`config.mk`:
```
export PLATFORM = sky130hd
export DESIGN_NAME = torque_disturbance_observer_flat
export DESIGN_NICKNAME = d
export VERILOG_FILES = /design/src/sv/tdo_pkg.sv /design/src/sv/tdo_chan_if.sv /design/src/sv/tdo_mul.sv /design/src/sv/tdo_div.sv /design/src/sv/torque_disturbance_observer.sv /design/src/flat_wrapper.sv
export SDC_FILE = /design/constraint.sdc
export NUM_CORES = 2
export LEC_CHECK = 0
export BUFFER_PORTS_ARGS = -buffer_cell sky130_fd_sc_hd__buf_4
export CAP_MARGIN = 20
export CELL_PAD_IN_SITES_DETAIL_PLACEMENT = 2
export CELL_PAD_IN_SITES_GLOBAL_PLACEMENT = 2
export CORE_MARGIN = 2
export CORE_UTILIZATION = 47
export CTS_BUF_LIST = sky130_fd_sc_hd__clkbuf_8
export CTS_CLUSTER_DIAMETER = 100
export DETAILED_ROUTE_END_ITERATION = 10
export GPL_ROUTABILITY_DRIVEN = 0
export GPL_TIMING_DRIVEN = 1
export PLACE_DENSITY_LB_ADDON = 0.2
export SLEW_MARGIN = 20
export SYNTH_ARGS = -nofsm -noshare
export SYNTH_HDL_FRONTEND = slang
export SYNTH_SLANG_ARGS = --single-unit
```
`constraint.sdc`:
```
create_clock -name clk_i -period 21 [get_ports clk_i]
set_input_delay 1.05 -clock clk_i [delete_from_list [all_inputs] [get_ports clk_i]]
set_output_delay 1.05 -clock clk_i [all_outputs]
set_load 0.03 [all_outputs]
```
`src/sv/tdo_pkg.sv`:
```
// ----------------------------------------------------------------------------
// tdo_pkg
// Shared types, constants and helpers of the torque disturbance observer.
// ----------------------------------------------------------------------------
`default_nettype none

package tdo_pkg;

  localparam int AXES = 3;
  localparam int AXW  = 2;

  localparam logic [32:0]  SQRT2_Q30  = 33'd1518500250;
  localparam logic [19:0]  US_PER_SEC = 20'd1000000;

  typedef enum logic [3:0] {
    REG_CUTOFF     = 4'd0,
    REG_INERTIA_R  = 4'd1,
    REG_INERTIA_P  = 4'd2,
    REG_INERTIA_Y  = 4'd3,
    REG_LIMIT      = 4'd4,
    REG_SLEW       = 4'd5,
    REG_DEFAULT_IV = 4'd6,
    REG_CLEAR_EN   = 4'd7
  } reg_idx_e;

  typedef enum logic [1:0] {
    SH_FRAC,
    SH_30,
    SH_32
  } shift_e;

  typedef enum logic [4:0] {
    ST_IDLE,
    ST_DT,
    ST_WC2,
    ST_A1,
    ST_PREP,
    ST_P1,
    ST_P2,
    ST_P3,
    ST_P4,
    ST_JW,
    ST_YM,
    ST_YQ,
    ST_SLEW,
    ST_COMP,
    ST_OUT
  } state_e;

  typedef struct packed {
    logic                kind;
    logic                enable_value;
    logic                gyro_valid;
    logic [15:0]         interval_us;
    logic signed [31:0]  torque_roll;
    logic signed [31:0]  torque_pitch;
    logic signed [31:0]  torque_yaw;
    logic signed [31:0]  rate_roll;
    logic signed [31:0]  rate_pitch;
    logic signed [31:0]  rate_yaw;
  } in_item_t;

  typedef struct packed {
    logic signed [31:0]  cmd_roll;
    logic signed [31:0]  cmd_pitch;
    logic signed [31:0]  cmd_yaw;
    logic signed [31:0]  est_roll;
    logic signed [31:0]  est_pitch;
    logic signed [31:0]  est_yaw;
    logic signed [31:0]  used_roll;
    logic signed [31:0]  used_pitch;
    logic signed [31:0]  used_yaw;
  } out_item_t;

  typedef struct packed {
    logic [3:0]  index;
    logic [31:0] wdata;
  } cfg_item_t;

  typedef struct packed {
    logic               start;
    logic signed [63:0] a;
    logic signed [32:0] b;
    shift_e             sh;
  } mul_req_t;

  typedef struct packed {
    logic               done;
    logic               ovf;
    logic signed [63:0] res;
  } mul_rsp_t;

  function automatic logic signed [63:0] sx64(input logic signed [31:0] v);
    return {{32{v[31]}}, v};
  endfunction

  function automatic logic fits32(input logic signed [63:0] v);
    return (v <= 64'sd2147483647) && (v >= -64'sd2147483648);
  endfunction

  function automatic logic signed [31:0] sat32(input logic signed [63:0] v);
    logic signed [31:0] r;
    if (v > 64'sd2147483647) begin
      r = 32'sh7fffffff;
    end else if (v < -64'sd2147483648) begin
      r = 32'sh80000000;
    end else begin
      r = v[31:0];
    end
    return r;
  endfunction

endpackage

`default_nettype wire

```
`src/sv/tdo_chan_if.sv`:
```
// ----------------------------------------------------------------------------
// tdo_chan_if
// Valid/ready channel carrying one payload item per transfer.
// ----------------------------------------------------------------------------
`default_nettype none

interface tdo_chan_if #(
  parameter type T = logic
) ();
  logic valid;
  logic ready;
  T     data;

  modport source (output valid, output data, input ready);
  modport sink   (input valid, input data, output ready);
endinterface

`default_nettype wire

```
`src/sv/tdo_mul.sv`:
```
// ----------------------------------------------------------------------------
// tdo_mul
// Bit-serial sign-magnitude multiplier with truncating shift and 2^60 clamp.
// ----------------------------------------------------------------------------
`default_nettype none

module tdo_mul
  import tdo_pkg::*;
#(
  parameter int FRAC_BITS = 16
) (
  input  wire logic     clk_i,
  input  wire logic     rst_ni,
  input  wire mul_req_t req_i,
  output mul_rsp_t      rsp_o
);

  logic        busy_q, done_q;
  logic [4:0]  cnt_q;
  logic [95:0] p_q;
  logic [63:0] ma_q;
  logic        neg_q;
  shift_e      sh_q;

  logic [63:0] ma;
  logic [32:0] mb;
  logic [64:0] sum;
  logic [95:0] r96;
  logic        ovf;
  logic [60:0] mag;

  assign ma  = req_i.a[63] ? 64'(-req_i.a) : 64'(req_i.a);
  assign mb  = req_i.b[32] ? 33'(-req_i.b) : 33'(req_i.b);
  assign sum = p_q[0] ? {1'b0, p_q[95:32]} + {1'b0, ma_q} : {1'b0, p_q[95:32]};

  always_ff @(posedge clk_i or negedge rst_ni) begin
    if (!rst_ni) begin
      busy_q <= 1'b0;
      done_q <= 1'b0;
      cnt_q  <= '0;
    end else begin
      done_q <= 1'b0;
      if (req_i.start) begin
        busy_q <= 1'b1;
        cnt_q  <= '0;
      end else if (busy_q) begin
        cnt_q <= cnt_q + 5'd1;
        if (cnt_q == 5'd31) begin
          busy_q <= 1'b0;
          done_q <= 1'b1;
        end
      end
    end
  end

  // one multiplier bit per cycle, product grows in from the top
  always_ff @(posedge clk_i) begin
    if (req_i.start) begin
      p_q   <= {64'd0, mb[31:0]};
      ma_q  <= ma;
      neg_q <= req_i.a[63] ^ req_i.b[32];
      sh_q  <= req_i.sh;
    end else if (busy_q) begin
      p_q <= {sum, p_q[31:1]};
    end
  end

  always_comb begin
    unique case (sh_q)
      SH_FRAC: r96 = p_q >> FRAC_BITS;
      SH_30:   r96 = p_q >> 30;
      SH_32:   r96 = p_q >> 32;
      default: r96 = p_q >> 32;
    endcase
    ovf = (|r96[95:61]) | (r96[60] & (|r96[59:0]));
    mag = ovf ? {1'b1, 60'd0} : r96[60:0];
  end

  assign rsp_o.done = done_q;
  assign rsp_o.ovf  = ovf;
  assign rsp_o.res  = neg_q ? -$signed({3'b000, mag}) : $signed({3'b000, mag});

endmodule

`default_nettype wire

```
`src/sv/tdo_div.sv`:
```
// ----------------------------------------------------------------------------
// tdo_div
// Restoring divider turning an interval in microseconds into Q32 seconds.
// ----------------------------------------------------------------------------
`default_nettype none

module tdo_div
  import tdo_pkg::*;
(
  input  wire logic        clk_i,
  input  wire logic        rst_ni,
  input  wire logic        start_i,
  input  wire logic [15:0] iv_i,
  output logic             done_o,
  output logic [31:0]      q_o
);

  logic        busy_q, done_q;
  logic [5:0]  cnt_q;
  logic [47:0] s_q;
  logic [19:0] rem_q;
  logic [20:0] trial;
  logic        qbit;

  assign trial = {rem_q, s_q[47]};
  assign qbit  = trial >= {1'b0, US_PER_SEC};

  always_ff @(posedge clk_i or negedge rst_ni) begin
    if (!rst_ni) begin
      busy_q <= 1'b0;
      done_q <= 1'b0;
      cnt_q  <= '0;
    end else begin
      done_q <= 1'b0;
      if (start_i) begin
        busy_q <= 1'b1;
        cnt_q  <= '0;
      end else if (busy_q) begin
        cnt_q <= cnt_q + 6'd1;
        if (cnt_q == 6'd47) begin
          busy_q <= 1'b0;
          done_q <= 1'b1;
        end
      end
    end
  end

  // quotient bits shift in behind the dividend
  always_ff @(posedge clk_i) begin
    if (start_i) begin
      s_q   <= {iv_i, 32'd0};
      rem_q <= '0;
    end else if (busy_q) begin
      s_q   <= {s_q[46:0], qbit};
      rem_q <= qbit ? 20'(trial - {1'b0, US_PER_SEC}) : trial[19:0];
    end
  end

  assign done_o = done_q;
  assign q_o    = s_q[31:0];

endmodule

`default_nettype wire

```
`src/sv/torque_disturbance_observer.sv`:
```
// ----------------------------------------------------------------------------
// torque_disturbance_observer
// Three-axis disturbance observer, sequenced over one bit-serial multiplier.
// ----------------------------------------------------------------------------
// a control step with gyro does one divide and 36 multiplies, the multiplies
//   all on the single serial multiplier
// control step without gyro: straight to output; enable change: no result
// one item at a time; the next is taken once the result sits in the output
//   register, which holds it until the sink takes it
// reset: registers to their documented values, filters and compensation zero
`default_nettype none

module torque_disturbance_observer
  import tdo_pkg::*;
#(
  parameter int FRAC_BITS       = 16,
  parameter int MIN_INTERVAL_US = 100,
  parameter int MAX_INTERVAL_US = 50000
) (
  input wire logic clk_i,
  input wire logic rst_ni,
  tdo_chan_if.sink   in_i,
  tdo_chan_if.source out_o,
  tdo_chan_if.sink   cfg_i
);

  state_e state_q, state_d;

  // configuration
  logic [30:0] cutoff_q, limit_q, slew_q;
  logic [30:0] inertia_q [3];
  logic [15:0] dflt_q;
  logic        clear_q;

  // control state
  logic           issued_q, path_q, active_q, have_prev_q, ovf_q, out_valid_q;
  logic [AXW-1:0] axis_q;
  logic signed [31:0] inv0_q [AXES];
  logic signed [31:0] inv1_q [AXES];
  logic signed [31:0] qp0_q  [AXES];
  logic signed [31:0] qp1_q  [AXES];
  logic signed [31:0] comp_q [AXES];

  // payload
  logic signed [31:0] tau_q [AXES];
  logic signed [31:0] rate_q [AXES];
  logic signed [31:0] cmd_q [AXES];
  logic signed [31:0] est_q [AXES];
  logic signed [31:0] used_q [AXES];
  logic [15:0]        iv_q;
  logic [31:0]        dt_q;
  logic signed [63:0] wc2_q, a1_q, p1_q, d0_q, jw_q, ym_q, step_max_q;
  logic signed [31:0] n0_q, now_q, tc_q;
  out_item_t          out_q;

  mul_req_t mreq;
  mul_rsp_t mrsp;
  logic     div_start, div_done;
  logic [31:0] div_q;

  logic in_acc, cfg_acc, out_acc, fire, last_axis;
  logic signed [31:0] x0, x1, u, tc_new, now_new, est_new, comp_new;
  logic signed [63:0] n0_full, n1_full, diff, dclip, lim, err, sm;
  logic [15:0] iv_new;
  logic        iv_bad, bad;

  tdo_mul #(.FRAC_BITS(FRAC_BITS)) u_mul (
    .clk_i, .rst_ni, .req_i(mreq), .rsp_o(mrsp)
  );

  tdo_div u_div (
    .clk_i, .rst_ni, .start_i(div_start), .iv_i(iv_q), .done_o(div_done), .q_o(div_q)
  );

  assign in_i.ready  = (state_q == ST_IDLE);
  assign cfg_i.ready = 1'b1;
  assign out_o.valid = out_valid_q;
  assign out_o.data  = out_q;
  assign in_acc      = in_i.valid & in_i.ready;
  assign cfg_acc     = cfg_i.valid;
  assign out_acc     = out_valid_q & out_o.ready;
  assign fire        = issued_q & mrsp.done;
  assign last_axis   = (axis_q == AXW'(AXES - 1));

  // head of the rotating state lines is the axis in work
  assign x0 = path_q ? qp0_q[0] : inv0_q[0];
  assign x1 = path_q ? qp1_q[0] : inv1_q[0];
  assign u  = path_q ? (active_q ? tc_q : tau_q[0]) : rate_q[0];

  assign iv_bad = !have_prev_q || (in_i.data.interval_us < 16'(MIN_INTERVAL_US))
                  || (in_i.data.interval_us > 16'(MAX_INTERVAL_US));
  assign iv_new = iv_bad ? dflt_q : in_i.data.interval_us;

  assign now_new = active_q ? comp_q[0] : 32'sd0;
  assign tc_new  = sat32(sx64(tau_q[0]) - sx64(now_new));
  assign n0_full = sx64(x0) + mrsp.res;
  assign n1_full = sx64(x1) + mrsp.res;

  // estimate from the output difference
  always_comb begin
    diff  = ym_q - mrsp.res;
    lim   = {33'd0, limit_q};
    bad   = ovf_q | mrsp.ovf | !fits32(diff);
    dclip = bad ? 64'sd0 : diff;
    if (dclip > lim) begin
      dclip = lim;
    end else if (dclip < -lim) begin
      dclip = -lim;
    end
    est_new = dclip[31:0];
  end

  // slew-limited compensation
  always_comb begin
    sm  = step_max_q;
    err = sx64(est_q[0]) - sx64(comp_q[0]);
    if (err > sm) begin
      err = sm;
    end else if (err < -sm) begin
      err = -sm;
    end
    comp_new = active_q ? comp_q[0] + err[31:0] : 32'sd0;
  end

  // next state
  always_comb begin
    state_d = state_q;
    unique case (state_q)
      ST_IDLE: begin
        if (in_acc && !in_i.data.kind) begin
          state_d = in_i.data.gyro_valid ? ST_DT : ST_OUT;
        end
      end
      ST_DT:   if (div_done) state_d = ST_WC2;
      ST_WC2:  if (fire) state_d = ST_A1;
      ST_A1:   if (fire) state_d = ST_PREP;
      ST_PREP: state_d = ST_P1;
      ST_P1:   if (fire) state_d = ST_P2;
      ST_P2:   if (fire) state_d = ST_P3;
      ST_P3:   if (fire) state_d = ST_P4;
      ST_P4:   if (fire) state_d = path_q ? ST_JW : ST_P1;
      ST_JW:   if (fire) state_d = ST_YM;
      ST_YM:   if (fire) state_d = ST_YQ;
      ST_YQ:   if (fire) state_d = last_axis ? ST_SLEW : ST_PREP;
      ST_SLEW: if (fire) state_d = ST_COMP;
      ST_COMP: if (last_axis) state_d = ST_OUT;
      ST_OUT:  if (!out_valid_q || out_o.ready) state_d = ST_IDLE;
      default: state_d = ST_IDLE;
    endcase
  end

  // multiplier and divider requests
  always_comb begin
    mreq.start = 1'b0;
    mreq.a     = '0;
    mreq.b     = '0;
    mreq.sh    = SH_FRAC;
    div_start  = 1'b0;
    unique case (state_q)
      ST_DT: div_start = !issued_q;
      ST_WC2: begin
        mreq.a = {33'd0, cutoff_q};
        mreq.b = {2'b00, cutoff_q};
      end
      ST_A1: begin
        mreq.a  = {33'd0, cutoff_q};
        mreq.b  = SQRT2_Q30;
        mreq.sh = SH_30;
      end
      ST_P1: begin
        mreq.a = a1_q;
        mreq.b = {x0[31], x0};
      end
      ST_P2: begin
        mreq.a = wc2_q;
        mreq.b = {x1[31], x1};
      end
      ST_P3: begin
        mreq.a  = d0_q;
        mreq.b  = {1'b0, dt_q};
        mreq.sh = SH_32;
      end
      ST_P4: begin
        mreq.a  = sx64(x0);
        mreq.b  = {1'b0, dt_q};
        mreq.sh = SH_32;
      end
      ST_JW: begin
        mreq.a = wc2_q;
        mreq.b = {2'b00, inertia_q[axis_q]};
      end
      ST_YM: begin
        mreq.a = jw_q;
        mreq.b = {inv0_q[0][31], inv0_q[0]};
      end
      ST_YQ: begin
        mreq.a = wc2_q;
        mreq.b = {qp1_q[0][31], qp1_q[0]};
      end
      ST_SLEW: begin
        mreq.a  = {33'd0, slew_q};
        mreq.b  = {1'b0, dt_q};
        mreq.sh = SH_32;
      end
      default: begin
        mreq.start = 1'b0;
      end
    endcase
    if (state_q == ST_WC2 || state_q == ST_A1 || state_q == ST_P1 || state_q == ST_P2
        || state_q == ST_P3 || state_q == ST_P4 || state_q == ST_JW || state_q == ST_YM
        || state_q == ST_YQ || state_q == ST_SLEW) begin
      mreq.start = !issued_q;
    end
  end

  // configuration registers
  always_ff @(posedge clk_i or negedge rst_ni) begin
    if (!rst_ni) begin
      cutoff_q     <= 31'd655360;
      inertia_q[0] <= 31'd23599;
      inertia_q[1] <= 31'd23639;
      inertia_q[2] <= 31'd43300;
      limit_q      <= 31'd655360;
      slew_q       <= 31'd327680;
      dflt_q       <= 16'd2500;
      clear_q      <= 1'b0;
    end else if (cfg_acc) begin
      unique case (cfg_i.data.index)
        REG_CUTOFF:     cutoff_q     <= cfg_i.data.wdata[30:0];
        REG_INERTIA_R:  inertia_q[0] <= cfg_i.data.wdata[30:0];
        REG_INERTIA_P:  inertia_q[1] <= cfg_i.data.wdata[30:0];
        REG_INERTIA_Y:  inertia_q[2] <= cfg_i.data.wdata[30:0];
        REG_LIMIT:      limit_q      <= cfg_i.data.wdata[30:0];
        REG_SLEW:       slew_q       <= cfg_i.data.wdata[30:0];
        REG_DEFAULT_IV: dflt_q       <= cfg_i.data.wdata[15:0];
        REG_CLEAR_EN:   clear_q      <= cfg_i.data.wdata[0];
        default:        clear_q      <= clear_q;
      endcase
    end
  end

  // control state
  always_ff @(posedge clk_i or negedge rst_ni) begin
    if (!rst_ni) begin
      state_q     <= ST_IDLE;
      issued_q    <= 1'b0;
      path_q      <= 1'b0;
      active_q    <= 1'b0;
      have_prev_q <= 1'b0;
      ovf_q       <= 1'b0;
      out_valid_q <= 1'b0;
      axis_q      <= '0;
      for (int k = 0; k < AXES; k++) begin
        inv0_q[k] <= '0;
        inv1_q[k] <= '0;
        qp0_q[k]  <= '0;
        qp1_q[k]  <= '0;
        comp_q[k] <= '0;
      end
    end else begin
      state_q <= state_d;
      if (mreq.start || div_start) begin
        issued_q <= 1'b1;
      end else if (fire || div_done) begin
        issued_q <= 1'b0;
      end
      // a new result may replace one taken in the same cycle
      if (state_q == ST_OUT && (!out_valid_q || out_o.ready)) begin
        out_valid_q <= 1'b1;
      end else if (out_acc) begin
        out_valid_q <= 1'b0;
      end
      unique case (state_q)
        ST_IDLE: begin
          axis_q <= '0;
          if (in_acc && in_i.data.kind) begin
            if (in_i.data.enable_value != active_q) begin
              active_q <= in_i.data.enable_value;
              for (int k = 0; k < AXES; k++) comp_q[k] <= '0;
              if (in_i.data.enable_value && clear_q) begin
                have_prev_q <= 1'b0;
                for (int k = 0; k < AXES; k++) begin
                  inv0_q[k] <= '0;
                  inv1_q[k] <= '0;
                  qp0_q[k]  <= '0;
                  qp1_q[k]  <= '0;
                end
              end
            end
          end else if (in_acc && in_i.data.gyro_valid) begin
            have_prev_q <= 1'b1;
          end
        end
        ST_PREP: begin
          ovf_q  <= 1'b0;
          path_q <= 1'b0;
        end
        ST_P1, ST_P2, ST_JW, ST_YM: if (fire) ovf_q <= ovf_q | mrsp.ovf;
        ST_P3: if (fire) ovf_q <= ovf_q | mrsp.ovf | !fits32(n0_full);
        ST_P4: begin
          if (fire) begin
            ovf_q  <= ovf_q | mrsp.ovf | !fits32(n1_full);
            path_q <= 1'b1;
            if (path_q) begin
              qp0_q[0] <= n0_q;
              qp1_q[0] <= sat32(n1_full);
            end else begin
              inv0_q[0] <= n0_q;
              inv1_q[0] <= sat32(n1_full);
            end
          end
        end
        ST_YQ: begin
          if (fire) begin
            axis_q <= last_axis ? '0 : axis_q + AXW'(1);
            for (int k = 0; k < AXES - 1; k++) begin
              inv0_q[k] <= inv0_q[k+1];
              inv1_q[k] <= inv1_q[k+1];
              qp0_q[k]  <= qp0_q[k+1];
              qp1_q[k]  <= qp1_q[k+1];
              comp_q[k] <= comp_q[k+1];
            end
            inv0_q[AXES-1] <= inv0_q[0];
            inv1_q[AXES-1] <= inv1_q[0];
            qp0_q[AXES-1]  <= qp0_q[0];
            qp1_q[AXES-1]  <= qp1_q[0];
            comp_q[AXES-1] <= comp_q[0];
          end
        end
        ST_COMP: begin
          axis_q <= last_axis ? '0 : axis_q + AXW'(1);
          for (int k = 0; k < AXES - 1; k++) comp_q[k] <= comp_q[k+1];
          comp_q[AXES-1] <= comp_new;
        end
        default: begin
          ovf_q <= ovf_q;
        end
      endcase
    end
  end

  // datapath payload
  always_ff @(posedge clk_i) begin
    unique case (state_q)
      ST_IDLE: begin
        if (in_acc && !in_i.data.kind) begin
          tau_q[0]  <= in_i.data.torque_roll;
          tau_q[1]  <= in_i.data.torque_pitch;
          tau_q[2]  <= in_i.data.torque_yaw;
          rate_q[0] <= in_i.data.rate_roll;
          rate_q[1] <= in_i.data.rate_pitch;
          rate_q[2] <= in_i.data.rate_yaw;
          iv_q      <= iv_new;
          cmd_q[0]  <= in_i.data.torque_roll;
          cmd_q[1]  <= in_i.data.torque_pitch;
          cmd_q[2]  <= in_i.data.torque_yaw;
          for (int k = 0; k < AXES; k++) begin
            est_q[k]  <= '0;
            used_q[k] <= '0;
          end
        end
      end
      ST_DT:   if (div_done) dt_q <= div_q;
      ST_WC2:  if (fire) wc2_q <= mrsp.res;
      ST_A1:   if (fire) a1_q <= mrsp.res;
      ST_PREP: begin
        now_q <= now_new;
        tc_q  <= tc_new;
      end
      ST_P1:   if (fire) p1_q <= mrsp.res;
      ST_P2:   if (fire) d0_q <= sx64(u) - p1_q - mrsp.res;
      ST_P3:   if (fire) n0_q <= sat32(n0_full);
      ST_JW:   if (fire) jw_q <= mrsp.res;
      ST_YM:   if (fire) ym_q <= mrsp.res;
      ST_YQ: begin
        if (fire) begin
          for (int k = 0; k < AXES - 1; k++) begin
            tau_q[k]  <= tau_q[k+1];
            rate_q[k] <= rate_q[k+1];
            cmd_q[k]  <= cmd_q[k+1];
            est_q[k]  <= est_q[k+1];
            used_q[k] <= used_q[k+1];
          end
          tau_q[AXES-1]  <= tau_q[0];
          rate_q[AXES-1] <= rate_q[0];
          cmd_q[AXES-1]  <= tc_q;
          est_q[AXES-1]  <= est_new;
          used_q[AXES-1] <= now_q;
        end
      end
      ST_SLEW: if (fire) step_max_q <= mrsp.res;
      ST_COMP: begin
        for (int k = 0; k < AXES - 1; k++) est_q[k] <= est_q[k+1];
        est_q[AXES-1] <= est_q[0];
      end
      ST_OUT: begin
        if (!out_valid_q || out_o.ready) begin
          out_q.cmd_roll   <= cmd_q[0];
          out_q.cmd_pitch  <= cmd_q[1];
          out_q.cmd_yaw    <= cmd_q[2];
          out_q.est_roll   <= est_q[0];
          out_q.est_pitch  <= est_q[1];
          out_q.est_yaw    <= est_q[2];
          out_q.used_roll  <= used_q[0];
          out_q.used_pitch <= used_q[1];
          out_q.used_yaw   <= used_q[2];
        end
      end
      default: begin
        iv_q <= iv_q;
      end
    endcase
  end

endmodule

`default_nettype wire

```
`src/flat_wrapper.sv`:
```
// flat-port wrapper written by rule: the top's interface ports become plain ports
module torque_disturbance_observer_flat import tdo_pkg::*;
#(
  parameter int FRAC_BITS       = 16,
  parameter int MIN_INTERVAL_US = 100,
  parameter int MAX_INTERVAL_US = 50000
)
  (clk_i, rst_ni, in_i_valid, in_i_data, in_i_ready, out_o_valid, out_o_data, out_o_ready, cfg_i_valid, cfg_i_data, cfg_i_ready);
  tdo_chan_if #(.T(in_item_t)) in_i_i ();
  tdo_chan_if #(.T(out_item_t)) out_o_i ();
  tdo_chan_if #(.T(cfg_item_t)) cfg_i_i ();
  input wire logic clk_i;
  input wire logic rst_ni;
  input wire logic [$bits(in_i_i.valid)-1:0] in_i_valid;
  input wire logic [$bits(in_i_i.data)-1:0] in_i_data;
  output wire logic [$bits(in_i_i.ready)-1:0] in_i_ready;
  output wire logic [$bits(out_o_i.valid)-1:0] out_o_valid;
  output wire logic [$bits(out_o_i.data)-1:0] out_o_data;
  input wire logic [$bits(out_o_i.ready)-1:0] out_o_ready;
  input wire logic [$bits(cfg_i_i.valid)-1:0] cfg_i_valid;
  input wire logic [$bits(cfg_i_i.data)-1:0] cfg_i_data;
  output wire logic [$bits(cfg_i_i.ready)-1:0] cfg_i_ready;
  assign in_i_i.valid = in_i_valid;
  assign in_i_i.data = in_i_data;
  assign in_i_ready = in_i_i.ready;
  assign out_o_valid = out_o_i.valid;
  assign out_o_data = out_o_i.data;
  assign out_o_i.ready = out_o_ready;
  assign cfg_i_i.valid = cfg_i_valid;
  assign cfg_i_i.data = cfg_i_data;
  assign cfg_i_ready = cfg_i_i.ready;
  torque_disturbance_observer #(.FRAC_BITS(FRAC_BITS), .MIN_INTERVAL_US(MIN_INTERVAL_US), .MAX_INTERVAL_US(MAX_INTERVAL_US)) u_core (.clk_i(clk_i), .rst_ni(rst_ni), .in_i(in_i_i), .out_o(out_o_i), .cfg_i(cfg_i_i));
endmodule
```
# ---- Word-level counts from Yosys, hierarchy flattened
# Memories as Yosys holds them, arrays and structs flattened. A register that Yosys moved wholly into a read port is not among the register bits.
# Index checks and enable logic that the tools add are counted.
dict set report totals {
  regBits 1758
  ram_bits 480
  inputBits 252
  elab_cells 398
  n_memories 5
}
dict set report classes {
  n_addsub 18
  n_lt_le_gt_ge 20
  eq_ne 48
  mux 138
  n_bitwise 29
  n_reduce_logical 75
}
# memory words word_bits rd rd_ports_with_merged_regs write_ports line
set memory_table {}
lappend memory_table {u_core.cmd_q 3 32 3 1 3 torque_disturbance_observer.sv:47} ;# logic signed [31:0] cmd_q [AXES];
lappend memory_table {u_core.est_q 3 32 3 0 3 torque_disturbance_observer.sv:48} ;# logic signed [31:0] est_q [AXES];
lappend memory_table {u_core.rate_q 3 32 3 0 3 torque_disturbance_observer.sv:46} ;# logic signed [31:0] rate_q [AXES];
lappend memory_table {u_core.tau_q 3 32 3 0 3 torque_disturbance_observer.sv:45} ;# logic signed [31:0] tau_q [AXES];
lappend memory_table {u_core.used_q 3 32 3 1 3 torque_disturbance_observer.sv:49} ;# logic signed [31:0] used_q [AXES];
# op count
set op_table {}
lappend op_table {{32-bit two-way mux} 43}
lappend op_table {{97-bit case mux with 10 select lines} 1}
lappend op_table {{96-bit two-way mux} 10}
lappend op_table {{64-bit case mux with 2 select lines} 4}
lappend op_table {{32-bit case mux with 3 select lines} 4}
lappend op_table {{96-bit case mux with 3 select lines} 1}
lappend op_table {{64-bit by 32-bit >= comparator with 1-bit output, second input constant} 3}
lappend op_table {{64-bit by 32-bit > comparator with 1-bit output, second input constant} 3}
lappend op_table {{64-bit by 32-bit less-or-equal comparator with 1-bit output, second input constant} 3}
lappend op_table {{64-bit by 32-bit less-than comparator with 1-bit output, second input constant} 3}
lappend op_table {{80-bit case mux with 2 select lines} 1}
lappend op_table {{32-bit by 64-bit adder with 64-bit output} 2}
lappend op_table {{64-bit two-way mux} 2}
lappend op_table {{64-bit negation} 2}
lappend op_table {{64-bit subtractor} 2}
lappend op_table {{48-bit two-way mux} 2}
lappend op_table {{5-bit two-way mux} 16}
lappend op_table {{5-bit case mux with 15 select lines} 1}
lappend op_table {{32-bit by 32-bit subtractor with 33-bit output} 2}
lappend op_table {{64-bit by 64-bit adder with 65-bit output} 1}
lappend op_table {{65-bit two-way mux} 1}
lappend op_table {{33-bit by 64-bit > comparator with 1-bit output} 1}
lappend op_table {{64-bit by 32-bit > comparator with 1-bit output} 1}
lappend op_table {{33-bit by 64-bit less-than comparator with 1-bit output} 1}
lappend op_table {{65 further kinds} 218}

# ---- Longest topological paths before layout
dict set report depth {
  word_depth 19
  depth_mapped 66
  mapped_depth_nobuf 60
}

# ---- By module
# Synthesis repeated with hierarchy kept, for this count alone.
dict set report unflattened {
  cells_unflattened 12277
  area_unflattened_um2 128620.9
}
# mod instances cells_per_inst area_each_um2
set modules_own_cells {}
lappend modules_own_cells {torque_disturbance_observer 1 10052 109404.9}
lappend modules_own_cells {tdo_mul 1 1875 15561.2}
lappend modules_own_cells {tdo_div 1 350 3654.8}

# ---- Worst setup path after synthesis
# OpenSTA, ideal clock, no wires.
dict set report synth_timing {
  path_type {register to register}
  startpoint {reg u_core.state_q[3]}
  endpoint {reg, netlist name u_core.out_o.data[0]}
  arrival_time_ns 13.390
  required_time_ns 20.058
  setup_slack_ns 6.668
  path_stages_with_launch 6
  n_path_buf 2
  period_less_slack_ns 14.332
  cell_sequence {dfrtp_1 clkbuf_1 clkbuf_1 nand2_1 or2_2 nor2_1}
}
dict set report synth_between {
  elab_chain_cells 2
}
# item line
set synth_lines {}
lappend synth_lines {{start, declared} torque_disturbance_observer.sv:27} ;# state_e state_q, state_d;
lappend synth_lines {{start signal, assigned} torque_disturbance_observer.sv:261} ;# state_q <= state_d;
lappend synth_lines {{5-bit by 4-bit equality test with 1-bit output} torque_disturbance_observer.sv:344} ;# unique case (state_q)
lappend synth_lines {{2-bit AND reduction (no source line)} -}
# Every way passes these cells.
# A chain may end at the register's enable or synchronous reset.

==> flow_metrics.tcl <==
set metrics [dict create \
    yosysSeqAreaShare_pct 51.4 \
    slew-limit-headroom_pct -24.4 \
    seqPwrFrac_pct 32.7 \
    holdPathStages 2 \
    ioPinCount 543 \
    dr_wl_met2_um 296000 \
    syn_area_per_cell_sq_um 10.7 \
    drc 0 \
    finalHoldWorstSlack_ns 0.112 \
    criticalPathCategory "flip-flop to flip-flop" \
    clock-sinks 2301 \
    worstPathBufferInverterCount 7 \
    clock_latency_ns 1.21 \
    grt-ovfl-total 0 \
    syn_to_final_growth_pct 13.3 \
    intPower_w 0.0107 \
    report.final.slew_viol_count 9 \
    crit_arrival_ns 20.76 \
    grt_usage_pct 44.9 \
    cts_made_buffers 399 \
    critPathSlowestCell "o31ai_1" \
    start_kind "flip-flop" \
    chipWidth_um 520 \
    finalCriticalPeriod_ns 20.13 \
    dr.pass1.iters 7 \
    post_cts_buffers 0 \
    root_buffer "clkbuf_8" \
    ys_top_cells_by_area "edfxtp_1, dfrtp_1, ha_1" \
    cts_tree "built" \
    routed_wl_um 653000 \
    final_antenna_net_count 0 \
    r2r_start "u_core.u_mul.sh_q[1]" \
    drive_above_1_share_pct 14.3 \
    r2r_cells 54 \
    synth_edf_count 1475 \
    wl_met3_um 69900 \
    grt_pass1_wl_um 889000 \
    initial_utilization_pct 47.2 \
    yosysWarnings 0 \
    clkPwrFrac_pct 21.9 \
    syn_nets 12600 \
    max-vdd-ir-drop_mv 0.160 \
    cpPeakStageDelay_ns 1.64 \
    viasPerCell 7.01 \
    nNetsFinal 13200 \
    top_layer_used "met5" \
    cts.path.max_buffers 4 \
    end_kind "flip-flop" \
    power_switching_w 0.00961 \
    violations "capacitance limit, slew limit" \
    cts_resized 0 \
    timing.rr.end "u_core.est_q[0][85]" \
    synth_seq_cells 2301 \
    setup_violations 0 \
    max_cap_violations 4 \
    path_common_cell "buf_4" \
    layout_common_cells "nand2_1, edfxtp_1, nor2_1, buf_4, dfrtp_1" \
    grt_pass1_vias 119000 \
    r2r_slack_ns 0.87 \
    yosysTopAreaCell "edfxtp_1" \
    path_clk_slew_ns 0.08 \
    drt_iter0_drc 14900 \
    wl_met1_um 218000 \
    worst-path-stages 54 \
    p_leak_nw 59.3 \
    vias 114000 \
    layout_commonest_cell "nand2_1" \
    place.detailed.hpwl_um 409000 \
    cpLargestDelayFamily "compound AO/OA/AOI/OAI gates" \
    cp.required_ns 21.63 \
    grt_max_degree 218 \
    rsz0062_at_grt "false" \
    worstPathMaxFanout 61 \
    post_drt_wl_per_cell_um 40.2 \
    fin_worst_skew_ns 0.164 \
    hp-class "input port to flip-flop" \
    timing.final.crit_share_pct 95.8 \
    holdPathEnd "u_core.have_prev_q" \
    power_frac_comb_pct 45.3 \
    syn_area_sq_um 125000 \
    status "finished, violations left" \
    portBuffers 540 \
    worst_pin_slew_ns 1.85 \
    switching_share_pct 47.2 \
    yosys_most_used_dff "edfxtp_1" \
    fmaxAchievable_ghz 0.0497 \
    syn_inst 11700 \
    cts_max_level 5 \
    antenna_found_initial 101 \
    rows 189 \
    synth_cell_types 118 \
    async_flop_share_pct 30.9 \
    dieArea_sq_um 271000 \
    fin_setup_tns_ns 0 \
    coreArea_sq_um 265000 \
    netlist.area_leader.share_pct 35.4 \
    die_h_um 520 \
    p_per_area_nw_per_um2 143 \
    postLayoutCoreUtil_pct 53.5 \
    hold_violations 0 \
    min-delay-start "in_i_data[210]" \
]
==> sequential cells by signal, summed over array words and instances, names as in the netlist, 93 cells and up <==
name,count
u_core.inv1_q,96
u_core.rate_q,96
u_core.inertia_q,93
u_core.inv0_q,96
u_core.u_mul.p_q,96
u_core.out_o.data,288
u_core.cmd_q,96
u_core.comp_q,96
u_core.qp0_q,96
u_core.tau_q,96
u_core.est_q,96
u_core.qp1_q,96
u_core.used_q,96
==> logic make-up (layout without fill, tap and decap cells) <==
group / Yosys count / after routing / share of synthesized area, %
AO/OA/AOI/OAI: 2816 / 2816 / 15.2
XOR/XNOR: 577 / 577 / 4.08
adder cells (fa/ha/maj): 713 / 713 / 7.52
buffers and inverters: 1030 / 1984 / 3.17
flip-flops: 2301 / 2301 / 51.4
multiplexers: 584 / 584 / 5.01
other: 1 / 60 / 0.00299
AND/OR/NAND/NOR: 3648 / 3648 / 13.6
==> what timing repair did <==
item / in CTS / in global routing
hold buffers: 1 / 0
endpoints found under the setup margin: 0 / 0
hold endpoints to repair: 61 / 0
==> worst register-to-register path: cells and delay by family (launching register included) <==
kind                       cells  cell delay (ns)
AOI/OAI and AO/OA             24             8.39
buffers and inverters          7             3.32
and+or+nand+nor               18             5.53
muxes                          2             0.92
xor gates and xnor gates       1             0.31
DFF                            1             0.40
adders and majority gates      2             0.75
==> area by class of cell <==
| cell class | instances | area [sq um] |
|---|---|---|
| inverters | 493 | 1850 |
| flip-flops and latches | 2301 | 64400 |
| diodes | 59 | 148 |
| fillers | 25800 | 123000 |
| multi-input cells | 8339 | 57300 |
| well taps | 3533 | 4420 |
| repair buffers | 751 | 5850 |
| clock inverters | 276 | 1480 |
| clock buffers | 464 | 6390 |
==> how the worst max path moves through the flow <==
stage | from | to | slack (ns)
3_5_place_dp | u_core.u_mul.sh_q[1] | u_core.est_q[0][66] | 3.73
6_report | u_core.u_mul.sh_q[1] | u_core.est_q[0][85] | 0.87
5_1_grt | u_core.u_mul.sh_q[1] | u_core.est_q[0][85] | 0.69
2_1_floorplan | u_core.state_q[3] | u_core.out_o.data[0] | 6.67
4_1_cts | u_core.u_mul.sh_q[1] | u_core.est_q[0][89] | 3.31
3_3_place_gp | u_core.u_mul.sh_q[1] | u_core.est_q[0][89] | 4.47
==> layer usage <==
metal / up-vias / track usage (%)
li1: 44100 / -
met1: 57600 / 50.8
met2: 8689 / 71.5
met3: 3167 / 12.0
met4: 56 / 37.0
met5: - / 0
==> Yosys cell counts (all sizes together), types with 49 or more instances <==
cell and n:
and2 172, a22o 326, nor4 58, buf 94
a222oi 73, nor2b 218, mux2i 247, dfxtp 116
nor3 147, a221oi 100, o21ai 570, dfrtp 675
nand2b 131, nand2 1520, or3 49, edfxtp 1475
inv 493, nand4 110, a22oi 130, o21a 84
o21bai 54, xnor2 376, ha 639, o22ai 63
a31oi 120, fa 68, a211oi 89, xor2 199
nor2 789, a21o 202, mux2 337, and3 82
nand3 188, a21oi 665, clkbuf 443
==> metrics by stage <==
stage	cells	total power, W	cell area (sq um)	setup slack (ns)
2_1_floorplan	11700	0.0115	125000	6.67
3_5_place_dp	15400	0.0148	134000	3.73
3_3_place_gp	15400	0.0140	134000	4.47
5_1_grt	16200	0.0208	142000	0.688
6_report	16200	0.0203	142000	0.874
4_1_cts	16200	0.0196	141000	3.31
==> power by group through the flow <==
stage	logic (W)	registers, W	clock network (W)
finish	0.00923	0.00666	0.00446
global route	0.00954	0.00664	0.00457
CTS	0.00869	0.00655	0.00435
detailed placement	0.00820	0.00659	0
global placement	0.00751	0.00648	0
floorplan	0.00513	0.00636	0
Note: power is estimated with default switching activity, not from simulation.
